<file path="src/scale_weight_frame_sequencer_defines.svh">
// Assertion macros shared by the scale weight frame sequencer RTL.
// No dependencies; included by files that carry concurrent assertions.
`ifndef SCALE_WEIGHT_FRAME_SEQUENCER_DEFINES_SVH
`define SCALE_WEIGHT_FRAME_SEQUENCER_DEFINES_SVH

// same-cycle implication, checked out of reset
`define SWFS_ASSERT_IMPL(label, clk, rst_n, ante, cons) \
    label: assert property (@(posedge clk) disable iff (!rst_n) (ante) |-> (cons)) \
        else $error("swfs assertion failed");

// next-cycle implication, checked out of reset
`define SWFS_ASSERT_NEXT(label, clk, rst_n, ante, cons) \
    label: assert property (@(posedge clk) disable iff (!rst_n) (ante) |=> (cons)) \
        else $error("swfs assertion failed");

`endif

</file>
<file path="src/swfs_pkg.sv">
// Types and constants for the scale weight frame sequencer.
// No dependencies; imported by scale_weight_frame_sequencer and the testbench files.
package swfs_pkg;

    localparam int WEIGHT_W  = 20;
    localparam int STEP_W    = 8;
    localparam int CNT_W     = 8;
    localparam int SCNT_W    = 9;
    localparam int CFG_IDX_W = 2;
    localparam int CFG_DAT_W = 20;
    localparam int DEC_W     = 27;   // holds 9 * 10^7 and 10^8
    localparam int DEC_POS_W = 3;    // decimal positions 0..7
    localparam int WEIGHT_DEC_DIGITS = 7;  // 2^20 - 1 has 7 decimal digits

    typedef logic [7:0]          t_byte;
    typedef logic [WEIGHT_W-1:0] t_weight;
    typedef logic [DEC_W-1:0]    t_dec;

    localparam logic [CFG_IDX_W-1:0] CFG_FINAL_WEIGHT = 2'd0;
    localparam logic [CFG_IDX_W-1:0] CFG_ZERO_COUNT   = 2'd1;
    localparam logic [CFG_IDX_W-1:0] CFG_STABLE_LIMIT = 2'd2;

    localparam t_byte CH_AT   = 8'h40;
    localparam t_byte CH_D    = 8'h44;
    localparam t_byte CH_F    = 8'h46;
    localparam t_byte CH_ZERO = 8'h30;
    localparam t_byte CH_CR   = 8'h0D;

    localparam t_weight        FINAL_WEIGHT_RST = 20'd2260;
    localparam logic [CNT_W-1:0] ZERO_COUNT_RST  = 8'd10;
    localparam logic [CNT_W-1:0] STABLE_LIMIT_RST = 8'd10;
    localparam logic [SCNT_W-1:0] SCNT_MAX       = 9'h1FF;

    function automatic t_dec pow10(input logic [DEC_POS_W-1:0] pos);
        t_dec p;
        case (pos)
            3'd0:    p = 27'd1;
            3'd1:    p = 27'd10;
            3'd2:    p = 27'd100;
            3'd3:    p = 27'd1000;
            3'd4:    p = 27'd10000;
            3'd5:    p = 27'd100000;
            3'd6:    p = 27'd1000000;
            default: p = 27'd10000000;
        endcase
        return p;
    endfunction

endpackage

</file>
<file path="src/scale_weight_frame_sequencer.sv">
// Scale weight frame sequencer: phase/weight update and ASCII frame serializer.
// Depends on swfs_pkg and scale_weight_frame_sequencer_defines.svh.
//
// Usage:
//   Input channel (i_valid / o_stall) takes one tick word with a rise and a
//   fall step. Each tick updates the phase and weight in the accept cycle and
//   either queues one frame or stays silent. Output channel (o_valid /
//   i_stall) moves one frame byte per word: prefix, DIGITS decimal digits,
//   CR with o_last_byte set.
//   Config writes (i_cfg_we, i_cfg_idx, i_cfg_data) are registered; the
//   user must make them only while idle, which the block does not enforce;
//   index 3 is ignored. The first byte of a frame passes through the
//   holding register, the serializer and the output register after its tick.
//   When DIGITS < 7, upper decimal digits of the 20-bit weight are stripped
//   one per cycle by the digit unit without a byte, the first alongside the
//   prefix. The digit unit handles one decimal position per cycle while the
//   output is not stalled. One frame can wait in a holding register while
//   another is sent, so a tick is accepted while the previous frame is still
//   going out. Reset: phase zero, weight 0, counters 0, registers to their
//   defaults, no word pending. A stalled receiver freezes the serializer;
//   o_stall is high while the holding register is full and cannot load.
`include "scale_weight_frame_sequencer_defines.svh"

module scale_weight_frame_sequencer
    import swfs_pkg::*;
#(
    parameter int DIGITS = 6
) (
    input  logic                 i_clk,
    input  logic                 i_rst_n,
    input  logic                 i_valid,
    output logic                 o_stall,
    input  logic [STEP_W-1:0]    i_rise_step,
    input  logic [STEP_W-1:0]    i_fall_step,
    output logic                 o_valid,
    input  logic                 i_stall,
    output logic [7:0]           o_frame_byte,
    output logic                 o_last_byte,
    input  logic                 i_cfg_we,
    input  logic [CFG_IDX_W-1:0] i_cfg_idx,
    input  logic [CFG_DAT_W-1:0] i_cfg_data
);

    localparam int TOP_DIG = (DIGITS > WEIGHT_DEC_DIGITS) ? DIGITS : WEIGHT_DEC_DIGITS;
    localparam logic [DEC_POS_W-1:0] TOP_POS = DEC_POS_W'(TOP_DIG - 1);
    localparam logic [DEC_POS_W:0]   DIG_LIM = (DEC_POS_W + 1)'(DIGITS);

    localparam logic [2:0] PH_ZERO    = 3'd0;
    localparam logic [2:0] PH_RISE    = 3'd1;
    localparam logic [2:0] PH_STABLE  = 3'd2;
    localparam logic [2:0] PH_DESCEND = 3'd3;
    localparam logic [2:0] PH_DONE    = 3'd4;

    // config
    t_weight           r_final;
    logic [CNT_W-1:0]  r_zcnt;
    logic [CNT_W-1:0]  r_slim;

    // sequencer state
    logic [2:0]        r_phase, n_phase;
    t_weight           r_weight, n_weight;
    logic [CNT_W-1:0]  r_zsent, n_zsent;
    logic [SCNT_W-1:0] r_ssent, n_ssent;

    // holding register for one frame
    logic              r_pend_valid;
    t_byte             r_pend_prefix, n_pend_prefix;
    t_weight           r_pend_value, n_pend_value;
    logic              n_frame;

    // serializer
    logic                 r_busy, r_pre, r_tail;
    logic [DEC_POS_W-1:0] r_dpos;
    t_weight              r_rem, n_rem;
    t_byte                r_prefix;
    logic                 r_out_valid, r_out_last;
    t_byte                r_out_byte;

    logic          accept, load, out_free, adv, strip, emit, consume, done;
    logic [3:0]    dig;
    t_dec          p, thr, sub;
    logic [WEIGHT_W:0] sum;
    logic [SCNT_W-1:0] ssent_inc;
    t_byte         emit_byte;

    // digit unit: one decimal position of r_rem per cycle while the serializer advances
    always_comb begin
        p   = pow10(r_dpos);
        dig = 4'd0;
        sub = '0;
        for (int m = 1; m <= 9; m++) begin
            thr = p * DEC_W'(m);
            if (DEC_W'(r_rem) >= thr) begin
                dig = 4'(m);
                sub = thr;
            end
        end
        n_rem = WEIGHT_W'(DEC_W'(r_rem) - sub);
    end

    assign out_free = !r_out_valid || !i_stall;
    assign adv      = r_busy && out_free;
    assign strip    = {1'b0, r_dpos} >= DIG_LIM;
    assign emit     = r_pre || r_tail || !strip;
    assign consume  = !r_tail && (!r_pre || strip);
    assign done     = !r_pre && r_tail;
    assign load     = r_pend_valid && (!r_busy || (adv && done));
    assign o_stall  = r_pend_valid && !load;
    assign accept   = i_valid && !o_stall;

    always_comb begin
        if (r_pre) begin
            emit_byte = r_prefix;
        end else if (r_tail) begin
            emit_byte = CH_CR;
        end else begin
            emit_byte = CH_ZERO + {4'b0, dig};
        end
    end

    // tick update
    always_comb begin
        n_phase       = r_phase;
        n_weight      = r_weight;
        n_zsent       = r_zsent;
        n_ssent       = r_ssent;
        n_frame       = 1'b0;
        n_pend_prefix = CH_AT;
        n_pend_value  = '0;
        sum           = {1'b0, r_weight} + (WEIGHT_W + 1)'(i_rise_step);
        ssent_inc     = (r_ssent < SCNT_MAX) ? r_ssent + 1'b1 : r_ssent;
        unique case (r_phase)
            PH_ZERO: begin
                if (r_zsent < r_zcnt) begin
                    n_zsent = r_zsent + 1'b1;
                    n_frame = 1'b1;
                end else begin
                    n_phase = PH_RISE;
                end
            end
            PH_RISE: begin
                n_frame = 1'b1;
                if (sum >= {1'b0, r_final}) begin
                    n_weight = r_final;
                    n_phase  = PH_STABLE;
                end else begin
                    n_weight = sum[WEIGHT_W-1:0];
                end
                n_pend_value = n_weight;
            end
            PH_STABLE: begin
                n_frame       = 1'b1;
                n_ssent       = ssent_inc;
                n_pend_prefix = CH_D;
                n_pend_value  = r_weight;
                if (ssent_inc > {1'b0, r_slim}) begin
                    n_phase = PH_DESCEND;
                end
            end
            PH_DESCEND: begin
                if (r_weight != '0) begin
                    n_frame      = 1'b1;
                    n_weight     = (r_weight > WEIGHT_W'(i_fall_step)) ?
                                   r_weight - WEIGHT_W'(i_fall_step) : '0;
                    n_pend_value = n_weight;
                end else begin
                    n_phase = PH_DONE;
                end
            end
            default: begin
                n_frame       = 1'b1;
                n_pend_prefix = CH_F;
            end
        endcase
    end

    // config and sequencer state
    always_ff @(posedge i_clk) begin
        if (!i_rst_n) begin
            r_final  <= FINAL_WEIGHT_RST;
            r_zcnt   <= ZERO_COUNT_RST;
            r_slim   <= STABLE_LIMIT_RST;
            r_phase  <= PH_ZERO;
            r_weight <= '0;
            r_zsent  <= '0;
            r_ssent  <= '0;
        end else begin
            if (i_cfg_we) begin
                unique case (i_cfg_idx)
                    CFG_FINAL_WEIGHT: r_final <= i_cfg_data;
                    CFG_ZERO_COUNT:   r_zcnt  <= i_cfg_data[CNT_W-1:0];
                    CFG_STABLE_LIMIT: r_slim  <= i_cfg_data[CNT_W-1:0];
                    default: ;
                endcase
            end
            if (accept) begin
                r_phase  <= n_phase;
                r_weight <= n_weight;
                r_zsent  <= n_zsent;
                r_ssent  <= n_ssent;
            end
        end
    end

    // control of holding register, serializer and output register
    always_ff @(posedge i_clk) begin
        if (!i_rst_n) begin
            r_pend_valid <= 1'b0;
            r_busy       <= 1'b0;
            r_pre        <= 1'b0;
            r_tail       <= 1'b0;
            r_out_valid  <= 1'b0;
        end else begin
            if (accept) begin
                r_pend_valid <= n_frame;
            end else if (load) begin
                r_pend_valid <= 1'b0;
            end
            if (out_free) begin
                r_out_valid <= adv && emit;
            end
            if (load) begin
                r_busy <= 1'b1;
                r_pre  <= 1'b1;
                r_tail <= 1'b0;
            end else if (adv) begin
                r_pre <= 1'b0;
                if (consume && r_dpos == '0) begin
                    r_tail <= 1'b1;
                end
                if (done) begin
                    r_busy <= 1'b0;
                end
            end
        end
    end

    // payload
    always_ff @(posedge i_clk) begin
        if (accept && n_frame) begin
            r_pend_prefix <= n_pend_prefix;
            r_pend_value  <= n_pend_value;
        end
        if (load) begin
            r_prefix <= r_pend_prefix;
            r_rem    <= r_pend_value;
            r_dpos   <= TOP_POS;
        end else if (adv && consume) begin
            r_rem <= n_rem;
            if (r_dpos != '0) begin
                r_dpos <= r_dpos - 1'b1;
            end
        end
        if (adv && emit) begin
            r_out_byte <= emit_byte;
            r_out_last <= done;
        end
    end

    assign o_valid      = r_out_valid;
    assign o_frame_byte = r_out_byte;
    assign o_last_byte  = r_out_last;

    `SWFS_ASSERT_NEXT(a_prefix_after_cr, i_clk, i_rst_n,
        o_valid && !i_stall && o_last_byte,
        !o_valid || o_frame_byte == CH_AT || o_frame_byte == CH_D || o_frame_byte == CH_F)
    `SWFS_ASSERT_IMPL(a_rem_in_range, i_clk, i_rst_n,
        r_busy && !r_tail,
        DEC_W'(r_rem) < (pow10(r_dpos) * DEC_W'(10)))
    `SWFS_ASSERT_NEXT(a_done_sticks, i_clk, i_rst_n,
        r_phase == PH_DONE,
        r_phase == PH_DONE)
    `SWFS_ASSERT_IMPL(a_last_only_cr, i_clk, i_rst_n,
        o_valid && o_last_byte,
        o_frame_byte == CH_CR)

endmodule

</file>
<file path="config.mk">
export PLATFORM = sky130hd
export DESIGN_NAME = scale_weight_frame_sequencer
export DESIGN_NICKNAME = d
export VERILOG_FILES = /design/src/swfs_pkg.sv /design/src/scale_weight_frame_sequencer.sv
export VERILOG_INCLUDE_DIRS = /design/src /design/src/src
export SDC_FILE = /design/constraint.sdc
export NUM_CORES = 1
export LEC_CHECK = 0
export BUFFER_PORTS_ARGS = -buffer_cell sky130_fd_sc_hd__buf_4
export CORE_AREA = 2 2 193 157
export DETAILED_ROUTE_END_ITERATION = 6
export DIE_AREA = 0 0 195 159
export PLACE_DENSITY = 0.76
export SETUP_SLACK_MARGIN = 0.2
export SYNTH_ARGS = -nofsm -noshare
export SYNTH_HDL_FRONTEND = slang
export SYNTH_SLANG_ARGS = --single-unit
</file>
<file path="constraint.sdc">
create_clock -name i_clk -period 24 [get_ports i_clk]
set_clock_uncertainty 0.1 [all_clocks]
set_input_delay 1.2 -clock i_clk [delete_from_list [all_inputs] [get_ports i_clk]]
set_output_delay 1.2 -clock i_clk [all_outputs]
set_load 0.005 [all_outputs]
</file>
Yosys cells after proc, flatten, opt, wreduce, memory -nomap -nowiden
Index checks and enable logic that the tools add are counted.
{ "totals": {"inputBits": 43, "reg_bits": 149, "elab_cells": 156} }
{ "classes": {"mul": 5, "n_lt_le_gt_ge": 15, "reduce_logical": 47, "bitwise_logic": 1, "mux": 46, "n_eq_ne": 16, "add_sub_neg": 7} }
{ "op_table": {"columns": ["operator", "count"], "rows": [
  ["$mux W20", 15],
  ["$pmux W24 S7", 1],
  ["$ge A20 B27 Y1", 5],
  ["$pmux W20 S3", 1],
  ["$mul A24 B3 Y27 const B", 2],
  ["$ge A20 B26 Y1", 2],
  ["$mul A24 B2 Y26 const B", 2],
  ["$pmux W20 S2", 1],
  ["$mux W4", 8],
  ["$mul A24 B4 Y27 const B", 1],
  ["$ge A20 B25 Y1", 1],
  ["$ge A20 B24 Y1", 1],
  ["$add A20 B8 Y21", 1],
  ["$ge A21 B20 Y1", 1],
  ["$gt A20 B8 Y1", 1],
  ["$reduce_bool A20 Y1", 1],
  ["$sub A20 B20 Y20", 1],
  ["$sub A20 B8 Y20", 1],
  ["$reduce_and A2 Y1", 7],
  ["$eq A3 B2 Y1 const B", 4],
  ["$mux W3", 4],
  ["$pmux W3 S4", 1],
  ["$logic_and A1 B1 Y1", 11],
  ["$mux W1", 10],
  ["30 further kinds", 54]
]} }

Depth between registers and ports, before layout
Gate-level depths: netlist (run 1).
{ "depth": {"depth_word": 15, "mapped_depth": 45} }

Worst setup path after synthesis (run 1)
OpenSTA, ideal clock, no wires.
{ "synth_timing": {"path_type": "register to register", "startpoint": "register r_dpos[0]", "endpoint": "register r_rem[18] (data pin)", "stages_incl_launch_ff": 42, "arrival_time_ns": 8.409, "setup_ns": 0.272, "synth_period_minus_slack_ns": 8.781, "slack_ns": 15.219, "cell_sequence": "dfxtp_1 clkbuf_1 inv_1 ha_1 ha_1 buf_2 or4_4 or2_1 buf_6 buf_2 nand2_1 inv_1 fa_1 inv_1 ha_1 o31ai_1 a211oi_1 nor2_1 [6 not listed] o21ai_0 o21a_1 buf_1 nor2_4 nand2_1 buf_2 o211a_1 ha_1 nor2b_1 o21ai_0 a21boi_0 o21ai_0 a211oi_1 o31ai_1 o2111ai_1 a21oi_1 xor2_1 o21ai_0"} }
{ "synth_between": {"elab_chain_len": 15, "word_cells_on_any_way": 34, "classes_between": "add/sub: 1; mul: 5; order compare: 9; eq/ne: 6; mux: 12; reduce/logical: 1"} }
{ "synth_rtl": {"columns": ["item", "line_no", "source"], "rows": [
  ["start: declaration", "scale_weight_frame_sequencer.sv:73", "logic [DEC_POS_W-1:0] r_dpos;"],
  ["start signal: assignment", "scale_weight_frame_sequencer.sv:251", "r_dpos <= r_dpos - 1'b1;"],
  ["$eq A3 B3 Y1 (tied with other cells)", "swfs_pkg.sv:36", "case (pos)"],
  ["$pmux W24 S7 *", "swfs_pkg.sv:36", null],
  ["parallel branches: the longest is 9 deep, another holds $mul A24 B2 Y26", null, null],
  ["$mux W20 *", "scale_weight_frame_sequencer.sv:93", "if (DEC_W'(r_rem) >= thr) begin"],
  ["$sub A20 B20 Y20 *", "scale_weight_frame_sequencer.sv:98", "n_rem = WEIGHT_W'(DEC_W'(r_rem) - sub);"],
  ["$mux W20 *", "scale_weight_frame_sequencer.sv:248", "end else if (adv && consume) begin"],
  ["$mux W20 *", "scale_weight_frame_sequencer.sv:244", "if (load) begin"],
  ["end signal: assignment", "scale_weight_frame_sequencer.sv:246", "r_rem <= r_pend_value;"],
  ["end signal: assignment", "scale_weight_frame_sequencer.sv:249", "r_rem <= n_rem;"],
  ["end: declaration", "scale_weight_frame_sequencer.sv:74", "t_weight r_rem, n_rem;"]
]} }
Every way passes the cells marked *. The select of a mux whose other input is x is not followed.
A chain may end at the register's enable or synchronous reset.

Worst setup path in the final report (run 1)
Ends and elaborated chain as after synthesis.

==> results of run 1 <==
cell usage after synthesis, types with 50 or more instances:
cell      count  area share (%)
o21ai_0     126             3.7
dfxtp_1      84             9.8
nand2_1     180             3.9
a21o_1       50             2.2
xnor2_1      61             3.1
ha_1        295              22
nand3_1      64             1.9
a21oi_1     173             5.0
inv_1       128             2.8
edfxtp_1     51             8.9
clkbuf_1     65             1.4
nor2_1      186             4.1
nor3_1       64             1.9
xor2_1       51             2.6
per-stage QoR:
step,utilization (%),cells
floorplan,-,2172
global placement,61.56,2538
detailed placement,61.56,2538
CTS,63.54,2570
global route,63.54,2570
finish,63.55,2571
cell type report:
type / instances / area [um^2]
multi-input cells: 1812 / 13070
fillers: 2596 / 10570
flip-flops and latches: 135 / 3213
repair buffers: 80 / 600.6
clock buffers: 24 / 514.2
inverters: 134 / 508.0
well taps: 377 / 471.7
clock inverters: 8 / 58.81
diodes: 1 / 2.502
flip-flops by register name, summed over array words and instances (netlist names), 2 cells and up:
signal,cells
r_pend_value,20
r_slim,8
o_frame_byte,6
r_weight,20
r_pend_prefix,2
r_zsent,8
r_ssent,9
r_phase,3
r_dpos,3
r_prefix,2
r_rem,20
r_final,20
r_zcnt,8
routing by layer:
metal | wire length (um) | share of wire [%] | track usage [%] | vias up
li1 | - | - | - | 8110
met1 | 28300 | 43 | 59.48 | 8468
met2 | 25110 | 38 | 55.71 | 1176
met3 | 10810 | 16 | 19.59 | 166
met4 | 1822 | 2.8 | 11.73 | 0
met5 | 0 | 0 | 0 | -
worst reg2reg max path, delay by kind of cell, from the launching register on:
family,cells,cell delay (ns)
AOI/OAI and AO/OA,20,5.80
adders and majority gates,5,1.95
buffers and inverters,4,1.30
and+or+nand+nor,5,1.27
DFF,1,0.40
xor gates and xnor gates,1,0.13
logic make-up after synthesis:
kind of cell	after synthesis	share of synthesized area [%]
and+or+nand+nor	688	19.28
AOI/OAI and AO/OA	670	25.97
adders and majority gates	311	23.33
buffers and inverters	225	5.289
DFF	135	18.73
xor gates and xnor gates	112	5.719
muxes	28	1.656
other	1	0.02186
path summary, 6_finish.rpt:
| kind | from | endpoint | depth (start not counted) |
|---|---|---|---|
| worst max register to register | r_dpos[0] | r_rem[18] | 35 |
| worst min-delay path | r_pend_prefix[2] | r_prefix[2] | 0 |
| worst max-delay path | r_dpos[0] | r_rem[18] | 35 |
| worst min register to register | r_pend_prefix[2] | r_prefix[2] | 0 |
==> results.rst, run 1 <==
.. list-table::
   :header-rows: 1

   * - Metric
     - Value
   * - Outcome
     - finished clean
   * - Most common library cell in the layout ignoring fill and taps
     - ha_1
   * - Summed instance area of the synthesized netlist
     - 17150 um^2
   * - Count of flip-flops with a built-in enable after synthesis
     - 51
   * - Synth-to-layout area growth
     - 7.477%
   * - Maximum operating frequency
     - 89.06 MHz
   * - Critical path peak fanout
     - 14
   * - Number of vias after detailed routing
     - around 18000
   * - Clock-pin slew on the worst setup and hold paths
     - 0.07 ns
   * - Overall die area
     - 31010 um^2
   * - Final number of setup-violating endpoints
     - 0
   * - Min Hold Slack
     - 0.3273 ns
   * - Antenna violations before repair
     - 2
   * - Last weighted congestion value of the routability-driven placer
     - 1.164
   * - Number of maximum-capacitance constraint violations
     - 0
   * - Layout Nets
     - 2533
   * - Area of all placed cells without fillers
     - roughly 18000 um^2
   * - First-pass iteration count of the detailed router
     - 7
   * - Maximum number of pins on one net before global-route repair
     - 49
   * - Delay contributed by the slowest stage of the critical path
     - 0.97 ns
   * - I/O pin count
     - 54
   * - Remaining antenna violation count
     - 0
   * - Y dimension of the die
     - roughly 160 um
   * - Number of hold violations in the final report
     - 0
   * - CTS tree
     - done
   * - RSZ-0062 raised after global routing
     - no
   * - Transition time at the pin with the least slew margin
     - approximately 1.4 ns
   * - Fraction of layout cells with a size suffix above 1
     - roughly 7.2%
   * - Root buffer cell
     - clkbuf_16
   * - Type of the worst setup path
     - reg -> reg
   * - Library cells used by synthesis
     - 102
   * - Kind of cell adding the most delay to the critical path
     - compound AO/OA/AOI/OAI gates
   * - Final period util
     - 46.78%
   * - Sum of net half-perimeters after detailed placement
     - slightly above 50 mm
   * - Count of hold buffers inserted by post-cts repair
     - 0
   * - CTS-repair resized insts
     - 0
   * - Initial core utilization
     - between 50% and 60%
   * - Cell type of the slowest stage on the worst timing path
     - o21ai_0
   * - Buffer and inverter count on the worst path
     - 4
   * - Most numerous cell on the critical path
     - o21ai_0
   * - Total number of yosys warnings
     - 0
   * - Post-Synthesis Mean Instance Area
     - 7.904 um^2
   * - Average routed wire per standard cell
     - 25.69 um
   * - Clock insertion delay at the later pin of the skew report
     - 0.44 ns
   * - Final Max Slew Viols
     - 0
   * - Vias in the first global route
     - 16470
   * - Sum of overflow across all layers after global routing
     - 0
   * - DRC violation total after the first TritonRoute iteration
     - 2793
   * - Element type at the critical path start
     - flip-flop
   * - Combined global-route utilization of all metal layers
     - 41.82%
   * - Sum of negative setup slack
     - 0 ns
   * - # port buffers
     - 52
   * - Post-Place Cell Area
     - 17860 um^2
   * - Commonest cells after routing, fill and taps aside
     - 295 x ha_1, 185 x nor2_1, 180 x nand2_1
   * - Placement Setup Slack
     - 13.43 ns
   * - Kind of path behind the tightest hold check
     - reg -> reg
   * - Worst slew margin
     - 4.601%
   * - R2R setup slack
     - approximately 13 ns
   * - Async set-or-reset flop fraction in the synthesized netlist
     - 0%
   * - Number of H-tree levels
     - 4
   * - Worst setup margin
     - 12.77 ns
   * - Number of buffers on the longest clock path
     - 2
   * - Area of the core region
     - 29010 um^2
   * - Num CTS Buffers
     - 17
   * - Count of clock tree sinks
     - 135
   * - Post-synthesis sequential area ratio
     - a little under a fifth
   * - Number of synthesized register bits
     - about 140
   * - Data required time at the worst endpoint
     - between 20 and 25 ns
   * - Most instantiated flip-flop cell in the synthesis netlist
     - dfxtp_1
   * - Number of remaining DRC errors
     - 0
   * - Type of destination of the critical path
     - flip-flop
   * - Worst path arrival time
     - 11.27 ns
   * - Via/cell ratio
     - 6.970
   * - Post-detailed-routing wire length
     - about 66 mm
   * - Final critical-path required period
     - between 10 and 15 ns
   * - Synthesized instance count
     - 2170
   * - Post-CTS Setup Bufs
     - 0
   * - Number of cell rows
     - 56
   * - Global-route wire length before repair
     - roughly 99 mm
   * - Width of the chip
     - 195 um
Power of run 1 is left out: the tool's default activity adds up to more than one toggle a clock period on the data nets, which glitch-free logic cannot reach.
==> run 2: changes to the inputs <==
Settings changed: CORE_AREA 2 2 193 157 to 2 2 194 158, DIE_AREA 0 0 195 159 to 0 0 196 160, PLACE_DENSITY 0.76 to 0.79.
Clock period 24 ns to 9.2 ns, I/O delays scaled along.
==> run 2 against run 1 <==
Count of clock-buffer cells in the layout shrank 6. Setup slack got worse by 12 ns. Cell area grew 5.9%. Critical path depth grew 7. Utilization is 2.3 points higher. Maximum frequency is 29% higher. Critical path type unchanged.
==> results.rst, run 2 (same netlist as run 1, synthesis figures left out) <==
.. list-table::
   :header-rows: 1

   * - Metric
     - Value
   * - Outcome
     - finished clean
   * - Sum of net half-perimeters after detailed placement
     - roughly 53 mm
   * - Number of vias after detailed routing
     - 18070
   * - Sum of overflow across all layers after global routing
     - 0
   * - Global-route wire length before repair
     - 100.2 mm
   * - Num CTS Buffers
     - 17
   * - Via/cell ratio
     - about 6.7
   * - Maximum number of pins on one net before global-route repair
     - 52
   * - DRC violation total after the first TritonRoute iteration
     - 2267
   * - Worst slew margin
     - 15.58%
   * - Final instance count without filler cells
     - 2690
   * - Area of the core region
     - between 20000 and 30000 um^2
   * - Maximum operating frequency
     - 115.0 MHz
   * - Worst path arrival time
     - slightly below 9 ns
   * - Width of the chip
     - 196 um
   * - Root buffer cell
     - clkbuf_16
   * - Post-detailed-routing wire length
     - 66.62 mm
   * - Most common library cell in the layout ignoring fill and taps
     - ha_1
   * - Type of destination of the critical path
     - flip-flop
   * - Vias in the first global route
     - 16590
   * - Kind of path behind the tightest hold check
     - in -> reg
   * - Final number of setup-violating endpoints
     - 0
   * - Commonest cells after routing, fill and taps aside
     - 295 x ha_1, 193 x buf_4, 181 x nor2_1
   * - Number of hold violations in the final report
     - 0
   * - CTS tree
     - done
   * - Antenna violations before repair
     - 2
   * - Met2 layer usage reported by global route
     - 55.35%
   * - Clock-pin slew on the worst setup and hold paths
     - 0.07 ns
   * - # port buffers
     - 52
   * - Synth-to-layout area growth
     - 13.85%
   * - Highest-utilization routing layer at the global route stage
     - met1
   * - I/O pin count
     - 54
   * - Met3 track demand over resource
     - 18.82%
   * - Most numerous cell on the critical path
     - ha_1
   * - Number of remaining DRC errors
     - 0
   * - Fraction of layout cells with a size suffix above 1
     - 13.31%
   * - Count of hold buffers inserted by post-cts repair
     - 0
   * - Dpl cells
     - 2650
   * - Global Route met1 Usage
     - 61.58%
   * - Count of clock tree sinks
     - roughly 140
   * - Number of cell rows
     - 57
   * - Last weighted congestion value of the routability-driven placer
     - 1.064
   * - Placement Setup Slack
     - approximately 0.036 ns
   * - Combined global-route utilization of all metal layers
     - between 40% and 50%
   * - Delay contributed by the slowest stage of the critical path
     - ~0.53 ns
   * - Post-Place Cell Area
     - 18670 um^2
   * - Combined area of the multi-input logic cells
     - between 10000 and 15000 um^2
   * - Final Max Slew Viols
     - 0
   * - Overall die area
     - ~31000 um^2
   * - Type of the worst setup path
     - reg -> reg
   * - Element type at the critical path start
     - flip-flop
   * - Worst setup margin
     - 0.5054 ns
   * - Final period util
     - 94.51%
   * - Number of buffers on the longest clock path
     - 2
   * - First-pass iteration count of the detailed router
     - 6
   * - RSZ-0062 raised after global routing
     - yes
   * - Initial core utilization
     - 57.81%
   * - Number of maximum-capacitance constraint violations
     - 0
   * - Cell type of the slowest stage on the worst timing path
     - or4_4
   * - Remaining antenna violation count
     - 0
   * - Y dimension of the die
     - 160 um
   * - Sum of negative setup slack
     - 0 ns
   * - Final critical-path required period
     - 8.695 ns
   * - Data required time at the worst endpoint
     - a little over 9 ns
   * - Layout Nets
     - 2646
   * - Number of H-tree levels
     - 4
   * - Average routed wire per standard cell
     - 24.77 um
   * - Clock insertion delay at the later pin of the skew report
     - 0.44 ns
   * - Critical path peak fanout
     - 8
   * - Area of all placed cells without fillers
     - 19530 um^2
   * - Transition time at the pin with the least slew margin
     - about 1.3 ns
   * - Layout fillers
     - 2539
   * - Area of all sequential standard cells
     - ~3200 um^2
[run 2: cell count changes in the layout (fill, tap and decap cells not counted), moves of 4 or more]
| cell | previous run | this run |
|---|---|---|
| nor2_1 | 185 | 181 |
| buf_4 | 80 | 193 |
| o31ai_1 | 24 | 20 |
| nor2_2 | 1 | 5 |
| inv_8 | 0 | 6 |
[run 2: what timing repair did]
item	4_1_cts	5_1_grt
gates cloned	0	0
setup endpoints to repair	4	13
buffers inserted	0	7
pin swaps	0	9
resized for setup	5	39
[run 2: path summary, 6_finish.rpt]
kind         slack (ns)        startpoint  depth (start not counted)           to
max                0.51         r_dpos[0]                         42    r_rem[18]
min                0.17    i_cfg_data[19]                          3  r_final[19]
max reg2reg        0.51         r_dpos[0]                         42    r_rem[18]
min reg2reg        0.32  r_pend_prefix[1]                          0  r_prefix[1]
[run 2: final cells by class]
class                   instances  area share, %
diodes                          1        0.01281
clock buffers                  18          2.307
clock inverters                14         0.9611
inverters                     134          2.601
multi-input cells            1812          67.79
flip-flops and latches        135          16.45
well taps                     383          2.454
repair buffers                193          7.420
[run 2: per-layer routing]
metal	part of all wire (%)	wire length [um]	up-vias
met5	0	0	-
met4	2.4	1589	0
met3	16	10870	136
met2	38	25170	1098
met1	44	28990	8518
li1	-	-	8321
[run 2: worst max-delay path: cells and delay by family, from the launching register on]
kind	cells	cell delay (ns)
simple gates	13	2.53
fa+ha+maj	6	1.56
compound gates	15	2.61
xor+xnor	2	0.33
flops	1	0.40
buf+inv	6	0.84
[run 2: stage by stage]
step	utilization [%]	hold WS [ns]
final	65.82	0.1681
after detailed placement	62.92	0.3066
after floorplan	-	0.3003
after global placement	62.92	0.3062
after CTS	65.15	0.1469
after global routing	65.81	0.1640
Power of run 2 is left out for the same reason.
